--- src/sv/sha1_stream_hash_assert.svh ---
// Assertion macros shared by the hasher RTL.
`ifndef SHA1_STREAM_HASH_ASSERT_SVH
`define SHA1_STREAM_HASH_ASSERT_SVH

// Same-cycle implication, disabled during reset.
`define SHA1S_ASSERT_IMPL(lbl, clk, rst_n, ante, cons, msg) \
  lbl: assert property (@(posedge clk) disable iff (!rst_n) (ante) |-> (cons)) \
    else $error(msg);

// Next-cycle implication, disabled during reset.
`define SHA1S_ASSERT_NEXT(lbl, clk, rst_n, ante, cons, msg) \
  lbl: assert property (@(posedge clk) disable iff (!rst_n) (ante) |=> (cons)) \
    else $error(msg);

`endif

--- src/sv/sha1s_pkg.sv ---
package sha1s_pkg;

  // Five chaining / working words, index 0 is word A (H0).
  typedef logic [4:0][31:0] hash_t;

  localparam hash_t HashInit = {32'hC3D2E1F0, 32'h10325476, 32'h98BADCFE,
                                32'hEFCDAB89, 32'h67452301};

  localparam logic [31:0] RoundK0 = 32'h5A827999;
  localparam logic [31:0] RoundK1 = 32'h6ED9EBA1;
  localparam logic [31:0] RoundK2 = 32'h8F1BBCDC;
  localparam logic [31:0] RoundK3 = 32'hCA62C1D6;

  localparam int unsigned RndW = 7;
  localparam logic [RndW-1:0] RndGroup1 = 7'd20;
  localparam logic [RndW-1:0] RndGroup2 = 7'd40;
  localparam logic [RndW-1:0] RndGroup3 = 7'd60;
  localparam logic [RndW-1:0] RndLast   = 7'd79;

  localparam logic [7:0] PadMark = 8'h80;
  localparam logic [7:0] PadZero = 8'h00;
  localparam logic [5:0] PosLen  = 6'd56;
  localparam logic [5:0] PosLast = 6'd63;

  localparam logic CmdAppend = 1'b0;
  localparam logic CmdFinish = 1'b1;

  // Control from the sequencer to the round unit.
  typedef struct packed {
    logic            load;
    logic            step;
    logic [RndW-1:0] rnd;
  } rctl_t;

endpackage

--- src/sv/sha1s_sched.sv ---
// Byte packing and 16-word message schedule window.
module sha1s_sched (
  input  logic        clk,
  input  logic        push,
  input  logic [7:0]  push_byte,
  input  logic        word_end,
  input  logic        step,
  output logic [31:0] w_t
);
  import sha1s_pkg::*;

  logic [23:0]       acc_r, acc_nxt;
  logic [15:0][31:0] win_r, win_nxt;
  logic [31:0]       mix;

  // W[t+16] from the window holding W[t..t+15]
  assign mix = win_r[13] ^ win_r[8] ^ win_r[2] ^ win_r[0];

  always_comb begin
    acc_nxt = acc_r;
    win_nxt = win_r;
    if (push) begin
      acc_nxt = {acc_r[15:0], push_byte};
      if (word_end) begin
        win_nxt = {{acc_r, push_byte}, win_r[15:1]};
      end
    end else if (step) begin
      win_nxt = {{mix[30:0], mix[31]}, win_r[15:1]};
    end
  end

  always_ff @(posedge clk) begin
    acc_r <= acc_nxt;
    win_r <= win_nxt;
  end

  assign w_t = win_r[0];

endmodule

--- src/sv/sha1s_round.sv ---
// One SHA-1 round per cycle while ctl.step is high, over registered working words A..E.
module sha1s_round (
  input  logic              clk,
  input  sha1s_pkg::rctl_t  ctl,
  input  sha1s_pkg::hash_t  chain,
  input  logic [31:0]       w_t,
  output sha1s_pkg::hash_t  work
);
  import sha1s_pkg::*;

  hash_t       work_r, work_nxt;
  logic [31:0] a, b, c, d, e;
  logic [31:0] f_val, k_val, sum;

  assign a = work_r[0];
  assign b = work_r[1];
  assign c = work_r[2];
  assign d = work_r[3];
  assign e = work_r[4];

  always_comb begin
    if (ctl.rnd < RndGroup1) begin
      f_val = (b & c) | (~b & d);
      k_val = RoundK0;
    end else if (ctl.rnd < RndGroup2) begin
      f_val = b ^ c ^ d;
      k_val = RoundK1;
    end else if (ctl.rnd < RndGroup3) begin
      f_val = (b & c) | (b & d) | (c & d);
      k_val = RoundK2;
    end else begin
      f_val = b ^ c ^ d;
      k_val = RoundK3;
    end
  end

  assign sum = {a[26:0], a[31:27]} + f_val + e + k_val + w_t;

  always_comb begin
    work_nxt = work_r;
    if (ctl.load) begin
      work_nxt = chain;
    end else if (ctl.step) begin
      work_nxt = {d, c, {b[1:0], b[31:2]}, a, sum};
    end
  end

  always_ff @(posedge clk) begin
    work_r <= work_nxt;
  end

  assign work = work_r;

endmodule

--- src/sv/sha1_stream_hash.sv ---
// SHA-1 stream hasher. Each input item is either an append (one message byte) or a
// finish. The append that completes a 64-byte block starts a busy phase (80 rounds
// through the single round unit, then the fold into the chaining words), during
// which in_stall is high. A finish feeds the padding bytes (0x80, zeros, 64-bit
// big-endian bit count) one per cycle through the same byte path, pausing for the
// busy phase of each block so completed (one or two), then presents the five digest
// words H0..H4 on the result channel, one item per word, with out_last_word on H4.
// Once H4 is taken the hasher is back at the initial chaining values with a zero
// bit count, ready for the next message. The append rate is bounded by the serial
// byte intake and the one-round-per-cycle compression unit, which hold off appends
// for the busy phase of each block.
`include "sha1_stream_hash_assert.svh"

module sha1_stream_hash (
  input  logic        clk,
  input  logic        rst_n,
  input  logic        in_valid,
  output logic        in_stall,
  input  logic        in_command,
  input  logic [7:0]  in_data_byte,
  output logic        out_valid,
  input  logic        out_stall,
  output logic [31:0] out_digest_word,
  output logic        out_last_word
);
  import sha1s_pkg::*;

  typedef enum logic [2:0] {
    ST_IDLE,
    ST_PAD,
    ST_ROUND,
    ST_FOLD,
    ST_EMIT
  } state_t;

  localparam logic [2:0] EmitLast = 3'd4;
  localparam logic [2:0] LenLast  = 3'd7;

  state_t          state_r, state_nxt;
  logic [5:0]      pos_r, pos_nxt;          // fill position in the block
  logic [63:0]     bit_cnt_r, bit_cnt_nxt;  // message length in bits, wraps
  hash_t           chain_r, chain_nxt;
  logic            fin_r, fin_nxt;          // finishing a message
  logic            mark_r, mark_nxt;        // 0x80 still to go
  logic            len_act_r, len_act_nxt;  // sending the length field
  logic [2:0]      len_idx_r, len_idx_nxt;
  logic            pad_done_r, pad_done_nxt;
  logic [RndW-1:0] rnd_r, rnd_nxt;
  logic [2:0]      emit_cnt_r, emit_cnt_nxt;

  logic        in_acc;
  logic        out_acc;
  logic        fin_acc;
  logic        fresh_msg;
  logic        push;
  logic [7:0]  push_byte;
  logic [7:0]  len_byte;
  logic [31:0] w_t;
  rctl_t       rctl;
  hash_t       work;

  assign in_acc  = in_valid && (state_r == ST_IDLE);
  assign out_acc = out_valid && !out_stall;

  // length bytes go out most significant first
  assign len_byte = bit_cnt_r[{~len_idx_r, 3'b000} +: 8];

  always_comb begin
    state_nxt    = state_r;
    pos_nxt      = pos_r;
    bit_cnt_nxt  = bit_cnt_r;
    chain_nxt    = chain_r;
    fin_nxt      = fin_r;
    mark_nxt     = mark_r;
    len_act_nxt  = len_act_r;
    len_idx_nxt  = len_idx_r;
    pad_done_nxt = pad_done_r;
    rnd_nxt      = rnd_r;
    emit_cnt_nxt = emit_cnt_r;
    push         = 1'b0;
    push_byte    = in_data_byte;
    rctl.load    = 1'b0;
    rctl.step    = 1'b0;
    rctl.rnd     = rnd_r;

    case (state_r)
      ST_IDLE: begin
        if (in_acc) begin
          if (in_command == CmdAppend) begin
            push        = 1'b1;
            bit_cnt_nxt = bit_cnt_r + 64'd8;
          end else begin
            fin_nxt      = 1'b1;
            mark_nxt     = 1'b1;
            len_act_nxt  = 1'b0;
            len_idx_nxt  = '0;
            pad_done_nxt = 1'b0;
            state_nxt    = ST_PAD;
          end
        end
      end
      ST_PAD: begin
        push = 1'b1;
        if (mark_r) begin
          push_byte = PadMark;
          mark_nxt  = 1'b0;
        end else if (len_act_r || (pos_r == PosLen)) begin
          push_byte   = len_byte;
          len_act_nxt = 1'b1;
          len_idx_nxt = len_idx_r + 3'd1;
          if (len_idx_r == LenLast) begin
            pad_done_nxt = 1'b1;
          end
        end else begin
          push_byte = PadZero;
        end
      end
      ST_ROUND: begin
        rctl.step = 1'b1;
        rnd_nxt   = rnd_r + 7'd1;
        if (rnd_r == RndLast) begin
          state_nxt = ST_FOLD;
        end
      end
      ST_FOLD: begin
        for (int i = 0; i < 5; i++) begin
          chain_nxt[i] = chain_r[i] + work[i];
        end
        emit_cnt_nxt = '0;
        if (!fin_r) begin
          state_nxt = ST_IDLE;
        end else if (pad_done_r) begin
          state_nxt = ST_EMIT;
        end else begin
          state_nxt = ST_PAD;
        end
      end
      ST_EMIT: begin
        if (out_acc) begin
          // rotate so the next word sits at index 0
          chain_nxt    = {chain_r[0], chain_r[4:1]};
          emit_cnt_nxt = emit_cnt_r + 3'd1;
          if (emit_cnt_r == EmitLast) begin
            chain_nxt   = HashInit;
            bit_cnt_nxt = '0;
            pos_nxt     = '0;
            fin_nxt     = 1'b0;
            state_nxt   = ST_IDLE;
          end
        end
      end
      default: begin
        state_nxt = ST_IDLE;
      end
    endcase

    // byte into the block; a full block starts the compression
    if (push) begin
      pos_nxt = pos_r + 6'd1;
      if (pos_r == PosLast) begin
        rctl.load = 1'b1;
        rnd_nxt   = '0;
        state_nxt = ST_ROUND;
      end
    end
  end

  always_ff @(posedge clk) begin
    if (!rst_n) begin
      state_r    <= ST_IDLE;
      pos_r      <= '0;
      bit_cnt_r  <= '0;
      chain_r    <= HashInit;
      fin_r      <= 1'b0;
      mark_r     <= 1'b0;
      len_act_r  <= 1'b0;
      len_idx_r  <= '0;
      pad_done_r <= 1'b0;
      rnd_r      <= '0;
      emit_cnt_r <= '0;
    end else begin
      state_r    <= state_nxt;
      pos_r      <= pos_nxt;
      bit_cnt_r  <= bit_cnt_nxt;
      chain_r    <= chain_nxt;
      fin_r      <= fin_nxt;
      mark_r     <= mark_nxt;
      len_act_r  <= len_act_nxt;
      len_idx_r  <= len_idx_nxt;
      pad_done_r <= pad_done_nxt;
      rnd_r      <= rnd_nxt;
      emit_cnt_r <= emit_cnt_nxt;
    end
  end

  sha1s_sched u_sched (
    .clk       (clk),
    .push      (push),
    .push_byte (push_byte),
    .word_end  (pos_r[1:0] == 2'b11),
    .step      (rctl.step),
    .w_t       (w_t)
  );

  sha1s_round u_round (
    .clk   (clk),
    .ctl   (rctl),
    .chain (chain_r),
    .w_t   (w_t),
    .work  (work)
  );

  assign in_stall        = (state_r != ST_IDLE);
  assign out_valid       = (state_r == ST_EMIT);
  assign out_digest_word = chain_r[0];
  assign out_last_word   = (emit_cnt_r == EmitLast);

  assign fin_acc   = in_acc && (in_command == CmdFinish);
  assign fresh_msg = (bit_cnt_r == '0) && (pos_r == '0) && (chain_r == HashInit);

  // no new item while the digest is going out
  `SHA1S_ASSERT_IMPL(a_no_in_during_out, clk, rst_n, out_valid, in_stall, "input open in digest")
  // a finish always leads straight into padding
  `SHA1S_ASSERT_NEXT(a_finish_busy, clk, rst_n, fin_acc, state_r == ST_PAD, "idle after finish")
  // last digest word taken: state back to a fresh message
  `SHA1S_ASSERT_NEXT(a_restart, clk, rst_n, out_acc && out_last_word, fresh_msg, "no restart")
  // compression only ever runs on a whole block
  `SHA1S_ASSERT_IMPL(a_fold_full_block, clk, rst_n, state_r == ST_FOLD, pos_r == '0, "bad fold")
  // round counter stays within the 80 rounds
  `SHA1S_ASSERT_IMPL(a_round_range, clk, rst_n, state_r == ST_ROUND, rnd_r <= RndLast, "bad round")

endmodule
--- config.mk ---
export PLATFORM = sky130hd
export DESIGN_NAME = sha1_stream_hash
export DESIGN_NICKNAME = d
export VERILOG_FILES = /design/src/sv/sha1s_pkg.sv /design/src/sv/sha1s_sched.sv /design/src/sv/sha1s_round.sv /design/src/sv/sha1_stream_hash.sv
export VERILOG_INCLUDE_DIRS = /design/src /design/src/sv
export SDC_FILE = /design/constraint.sdc
export NUM_CORES = 2
export LEC_CHECK = 0
export ABC_AREA = 1
export BUFFER_PORTS_ARGS = -buffer_cell sky130_fd_sc_hd__buf_2
export CORE_MARGIN = 4
export CORE_UTILIZATION = 35
export DETAILED_ROUTE_END_ITERATION = 6
export PLACE_DENSITY = 0.46
export SLEW_MARGIN = 10
export SYNTH_ARGS = -nofsm -noshare
export SYNTH_HDL_FRONTEND = slang
export SYNTH_SLANG_ARGS = --single-unit
--- constraint.sdc ---
create_clock -name clk -period 56.9 [get_ports clk]
set_input_delay 5.69 -clock clk [delete_from_list [all_inputs] [get_ports clk]]
set_output_delay 5.69 -clock clk [all_outputs]
set_load 0.02 [all_outputs]
## Word level (Yosys, flattened, before mapping)

Index checks and enable logic that the tools add are counted.

| cells by class | value |
|---|---|
| mux-type cells | 67 |
| order comparisons | 3 |
| shift-type cells | 1 |
| equal/unequal tests | 19 |
| bitwise gates (word level) | 14 |
| reduce and logical (&&, ||, !) cells | 22 |
| add/subtract/negate cells | 14 |

Operators with widths:

| kind | number |
|---|---|
| 512-bit 2-to-1 mux | 3 |
| 160-bit 2-to-1 mux | 4 |
| 160-bit case mux with 2 select lines | 1 |
| 32-bit adder | 9 |
| 64-bit 2-to-1 mux | 4 |
| 32-bit 2-to-1 mux | 5 |
| 32-bit XOR | 5 |
| 32-bit bitwise AND | 4 |
| 64-bit case mux with 2 select lines | 1 |
| 32-bit bitwise OR | 3 |
| 64-bit by 4-bit adder with 64-bit output, second input constant | 1 |
| 64-bit by 7-bit variable part select with 8-bit output | 1 |
| 3-bit 2-to-1 mux | 14 |
| 32-bit NOT | 1 |
| 31-bit 2-to-1 mux | 1 |
| 6-bit 2-to-1 mux | 4 |
| 8-bit 2-to-1 mux | 3 |
| 7-bit 2-to-1 mux | 3 |
| 1-bit 2-to-1 mux | 16 |
| 2-bit nonzero test | 8 |
| 3-bit case mux with 5 select lines | 1 |
| 5-bit AND reduction | 3 |
| 7-bit by 6-bit less-than comparator with 1-bit output, second input constant | 2 |
| 6-bit equality test, second input constant | 2 |
| 22 further kinds | 41 |

| word-level totals | value |
|---|---|
| register bits after elaboration | 946 |
| output and inout bits | 35 |

## Depth between registers and ports, before layout

| depth | value |
|---|---|
| depth after elaboration | 12 |
| mapped depth | 29 |
| depth with buffers taken out | 28 |

## Modules after synthesis

From an unflattened synthesis, not the netlist that was laid out.

| second synthesis, totals | value |
|---|---|
| cells, all modules | 7,007 |
| area total of the unflattened synthesis | 55,841.1 um2 |

By module, submodules not included:

| module | area each (um2) | cells each | times used | seq. area each (um2) |
|---|---|---|---|---|
| sha1_stream_hash | 24,385.9 | 4,379 | 1 | 4,944.7 |
| sha1s_sched | 18,649.1 | 1,091 | 1 | 16,095.4 |
| sha1s_round | 12,806.0 | 1,537 | 1 | 4,804.6 |

## Worst setup path after synthesis

OpenSTA, ideal clock, no wires.

| path | value |
|---|---|
| kind | input to register |
| start | input port in_command |
| end | register u_sched.win_r (netlist bit u_sched.w_t[0]) (enable) |
| path buffers | 2 |
| arrival time | 41,940 ps |
| slack | 12,862 ps |
| stages on the path | 7 |
| data required time | 54,802 ps |
| cells stage by stage | inv_1 -> nand3_2 -> nand2_1 -> buf_4 -> clkbuf_1 -> inv_1 -> o21ai_0 |

| between the ends | value |
|---|---|
| word-level cells in the longest chain between the ends | 5 |

Ends and longest elaborated chain:

| item | line | text |
|---|---|---|
| start, declared | sha1_stream_hash.sv:19 | `input logic in_command,` |
| 1-bit 2-to-1 mux * | sha1_stream_hash.sv:89 | `if (in_command == CmdAppend) begin` |
| 1-bit 2-to-1 mux * | sha1_stream_hash.sv:88 | `if (in_acc) begin` |
| 1-bit case mux with 2 select lines * | sha1_stream_hash.sv:86 | `case (state_r)` |
| 2-bit by 1-bit != test with 1-bit output (no source line) or 2-bit nonzero test (tied branches) | -- |  |
| 2-bit AND reduction (no source line) * | -- |  |
| end signal, assigned | sha1s_sched.sv:34 | `win_r <= win_nxt;` |
| end, declared | sha1s_sched.sv:13 | `logic [15:0][31:0] win_r, win_nxt;` |

Mark *: on every way between the ends. The rest lies on a longest branch, timed or not.
A chain may end at the register's enable or synchronous reset.

## Final worst setup path

| path | value |
|---|---|
| start | input port in_command |
| end | register u_sched.win_r (netlist bit u_sched.w_t[30]) (enable) |

The elaborated chain is that of the path after synthesis.

==> load_flow_metrics.sql <==
INSERT INTO impl_metrics (metric_group, metric, value, unit) VALUES
('outcome', 'status', 'completed', ''),
('clocking', 'cts.repair_timing.setup_buffer_count', '0', ''),
('place', 'numPortBuffers', '47', ''),
('flow_run', 'max_cap_violations', '0', ''),
('routing', 'drt_first_pass_iters', '6', ''),
('clocking', 'cts_inserted_buffers', '108', ''),
('synthesis', 'synth.avg_cell_area', '8.38', 'um2'),
('grt', 'globalRoute.totalOverflow', '0', ''),
('synthesis', 'netlist_instances', '6456', ''),
('synthesis', 'synth_area_leaders', 'sky130_fd_sc_hd__edfxtp_1, sky130_fd_sc_hd__nand2_1, sky130_fd_sc_hd__dfxtp_1', ''),
('setup_path', 'worstPathArrival', '11.50', 'ns'),
('sta', 'timing.clock.skew', '0.0671', 'ns'),
('clocking', 'clk_latency', '0.75', 'ns'),
('clocking', 'ctsResizeCount', '0', ''),
('sta', 'setup_repair_after_global_routing_missed_its_margin', 'no', ''),
('setup_path', 'regToRegStartpoint', 'state_r[2]', ''),
('clocking', 'ctsRootBufferMaster', 'sky130_fd_sc_hd__clkbuf_16', ''),
('sta', 'final-setup-viol-count', '0', ''),
('routing', 'detailedRoute.firstIterationViolations', '3489', ''),
('synthesis', 'synth_top_cell_area_share', '0.386', ''),
('synthesis', 'post_synth_instance_area', '54100', 'um2'),
('setup_path', 'worst-r2r-setup-slack', '49.80', 'ns'),
('setup_path', 'critPathCaptureType', 'flip-flop', ''),
('synthesis', 'synth_warnings', '0', ''),
('sta', 'slew_violations', '0', ''),
('min_path', 'hold_path.startpoint', 'u_sched.win_r[110]', ''),
('clocking', 'cts_hold_repair.buffers', '0', ''),
('grt', 'vias_in_the_first_global_route', '42512', ''),
('routing', 'drc_errors', '0', ''),
('sta', 'slew_headroom', '0.224', ''),
('routing', 'vias_per_cell', '5.08', ''),
('power_and_ir_drop', 'power.leakage', '0.0259', 'uW'),
('layout', 'fin_cells', '8595', ''),
('synthesis', 'postSynth.asyncResetShare', '0', ''),
('layout', 'post_route_cells_drive_above_1_share', '0.0455', ''),
('setup_path', 'crit_path_max_fanout', '192', ''),
('setup_path', 'launching_element_type_of_the_critical_path', 'primary input', ''),
('sta', 'max_clock_freq', '0.0896', 'GHz'),
('clocking', 'clock_sink_count', '943', ''),
('floorplanning', 'placeableCoreArea', '154000', 'um2'),
('synthesis', 'synth-edff-count', '696', ''),
('floorplanning', 'die_w', '401', 'um'),
('setup_path', 'cp_data_required_time', '57.23', 'ns'),
('clocking', 'tritoncts', 'done', ''),
('grt', 'largest_net_degree_at_the_start_of_global_routing', '193', ''),
('setup_path', 'timing_worst_setup_path_type', 'in2reg', ''),
('synthesis', 'seq_area_frac_synth', '0.478', ''),
('sta', 'tns', '0', 'ns'),
('floorplanning', 'die_y', '401', 'um'),
('min_path', 'hold_path_depth', '0', ''),
('clocking', 'worst_setup_hold_path_clk_slew', '0.06', 'ns'),
('floorplanning', 'die_area', '161000', 'um2'),
('floorplanning', 'num_rows', '144', ''),
('synthesis', 'postSynthRegisterBits', '943', ''),
('synthesis', 'yosys_most_used_dff', 'sky130_fd_sc_hd__edfxtp_1', ''),
('setup_path', 'worst-r2r-cell-count', '10', ''),
('min_path', 'min_to', 'u_sched.win_r[78]', ''),
('routing', 'antenna_violating_nets_left', '0', ''),
('routing', 'routed-via-count', '43705', ''),
('synthesis', 'syn_nets', '6795', ''),
('sta', 'finalCritPeriodShare', '0.196', ''),
('sta', 'period_needed', '11.17', 'ns'),
('floorplanning', 'boundaryPins', '48', ''),
('layout', 'nNetsFinal', '6795', ''),
('synthesis', 'synthDistinctLibCells', '47', ''),
('setup_path', 'critical-path-max-stage-delay', '0.98', 'ns'),
('setup_path', 'cp_slowest_cell', 'sky130_fd_sc_hd__buf_4', ''),
('power_and_ir_drop', 'report.power.total', '1480', 'uW'),
('synthesis', 'post-synth-top-area-cell', 'sky130_fd_sc_hd__edfxtp_1', ''),
('clocking', 'cts_buffer_depth', '3', ''),
('setup_path', 'worst_r2r_endpoint', 'u_sched.w_t[30]', '');
==> per-layer routing <==
layer | track usage | vias up | part of all wire
met5 | 0 | - | 0
li1 | - | 21205 | -
met3 | 0.0311 | 305 | 0.048
met1 | 0.323 | 21037 | 0.44
met4 | 0.114 | 0 | 0.052
met2 | 0.397 | 1158 | 0.46
==> cell usage after synthesis, types with 4 or more instances <==
| library cell | number |
|---|---|
| sky130_fd_sc_hd__inv_2 | 9 |
| sky130_fd_sc_hd__nand3b_1 | 15 |
| sky130_fd_sc_hd__o221ai_1 | 24 |
| sky130_fd_sc_hd__buf_6 | 4 |
| sky130_fd_sc_hd__nand2_1 | 1756 |
| sky130_fd_sc_hd__nor2_2 | 4 |
| sky130_fd_sc_hd__xor2_1 | 42 |
| sky130_fd_sc_hd__ha_1 | 207 |
| sky130_fd_sc_hd__a31oi_1 | 38 |
| sky130_fd_sc_hd__o21ai_0 | 518 |
| sky130_fd_sc_hd__and2_1 | 9 |
| sky130_fd_sc_hd__and3_1 | 5 |
| sky130_fd_sc_hd__a21o_1 | 10 |
| sky130_fd_sc_hd__xnor2_1 | 115 |
| sky130_fd_sc_hd__nor3_1 | 74 |
| sky130_fd_sc_hd__buf_1 | 10 |
| sky130_fd_sc_hd__clkbuf_1 | 90 |
| sky130_fd_sc_hd__inv_1 | 987 |
| sky130_fd_sc_hd__o21bai_1 | 58 |
| sky130_fd_sc_hd__fa_1 | 119 |
| sky130_fd_sc_hd__o22ai_1 | 9 |
| sky130_fd_sc_hd__edfxtp_1 | 696 |
| sky130_fd_sc_hd__nand4_1 | 90 |
| sky130_fd_sc_hd__a221oi_1 | 11 |
| sky130_fd_sc_hd__nor4_1 | 12 |
| sky130_fd_sc_hd__or2_2 | 16 |
| sky130_fd_sc_hd__o211ai_1 | 20 |
| sky130_fd_sc_hd__a211oi_1 | 5 |
| sky130_fd_sc_hd__o21a_1 | 8 |
| sky130_fd_sc_hd__buf_2 | 56 |
| sky130_fd_sc_hd__clkinv_1 | 6 |
| sky130_fd_sc_hd__nand2_2 | 4 |
| sky130_fd_sc_hd__nand3_1 | 369 |
| sky130_fd_sc_hd__nor2_1 | 432 |
| sky130_fd_sc_hd__a21oi_1 | 330 |
| sky130_fd_sc_hd__buf_4 | 35 |
| sky130_fd_sc_hd__dfxtp_1 | 247 |
==> critical path, delay by kind of cell <==
kind	cells	cell delay [ns]
buffers and inverters	8	4.37
AOI/OAI and AO/OA	1	0.49
and+or+nand+nor	2	0.47
==> cell families after synthesis <==
group / synth area share
fa+ha+maj: 0.0919
buf+inv: 0.0873
xor+xnor: 0.0254
simple gates: 0.213
compound gates: 0.104
flops: 0.478
mux: 0.000185
==> worst max-delay path by stage <==
stage               startpoint                 end
floorplan           in_command      u_sched.w_t[0]
global placement    in_command  u_sched.win_r[336]
detailed placement  in_command  u_sched.win_r[158]
CTS                 in_command  u_sched.win_r[368]
global route        in_command  u_sched.win_r[470]
finish              in_command     u_sched.w_t[30]
==> layout make-up <==
type,instances,area (um2)
Sequential cell,943,25800
Clock buffer,147,2970
Inverter,1002,3770
Clock inverter,55,697
Timing Repair Buffer,85,539
Multi-Input combinational cell,4316,23600
Antenna cell,3,7.51
Fill cell,15835,93900
Tap cell,2044,2560
==> registers in the layout (all words and copies together) (netlist names), 32 cells and up <==
register and flops:
u_round.a 32, bit_cnt_r 61, u_round.e 32, u_sched.win_r 480
u_round.c 32, out_digest_word 32, u_round.d 32, u_round.b 32
chain_r 128, u_sched.w_t 32
==> through the flow <==
stage	cell area, um2	hold WS (ns)	worst slack (ns)
after global routing	60000	0.417	45.25
after detailed placement	56300	0.405	44.89
after CTS	60000	0.398	45.69
after floorplan	54100	0.400	12.86
after global placement	56300	0.400	44.96
final	60000	0.381	45.73
==> cells in the final DEF, fill, tap and decap left out, types with 74 or more instances in the layout <==
master                         n
sky130_fd_sc_hd__a21oi_1     330
sky130_fd_sc_hd__nand2_1    1754
sky130_fd_sc_hd__nor3_1       74
sky130_fd_sc_hd__nand3_1     369
sky130_fd_sc_hd__ha_1        207
sky130_fd_sc_hd__fa_1        119
sky130_fd_sc_hd__o21ai_0     517
sky130_fd_sc_hd__xnor2_1     115
sky130_fd_sc_hd__dfxtp_1     247
sky130_fd_sc_hd__nand4_1      90
sky130_fd_sc_hd__nor2_1      430
sky130_fd_sc_hd__clkbuf_16   109
sky130_fd_sc_hd__inv_1       986
sky130_fd_sc_hd__edfxtp_1    696
==> power by group <==
group	internal, uW	leakage, uW	switching, uW	total [uW]
Sequential	736	0.00827	2.62	739
Combinational	5.92	0.0159	18.1	24.1
Clock	419	0.00178	302	721
No activity file was read; power rests on OpenSTA's default activity.
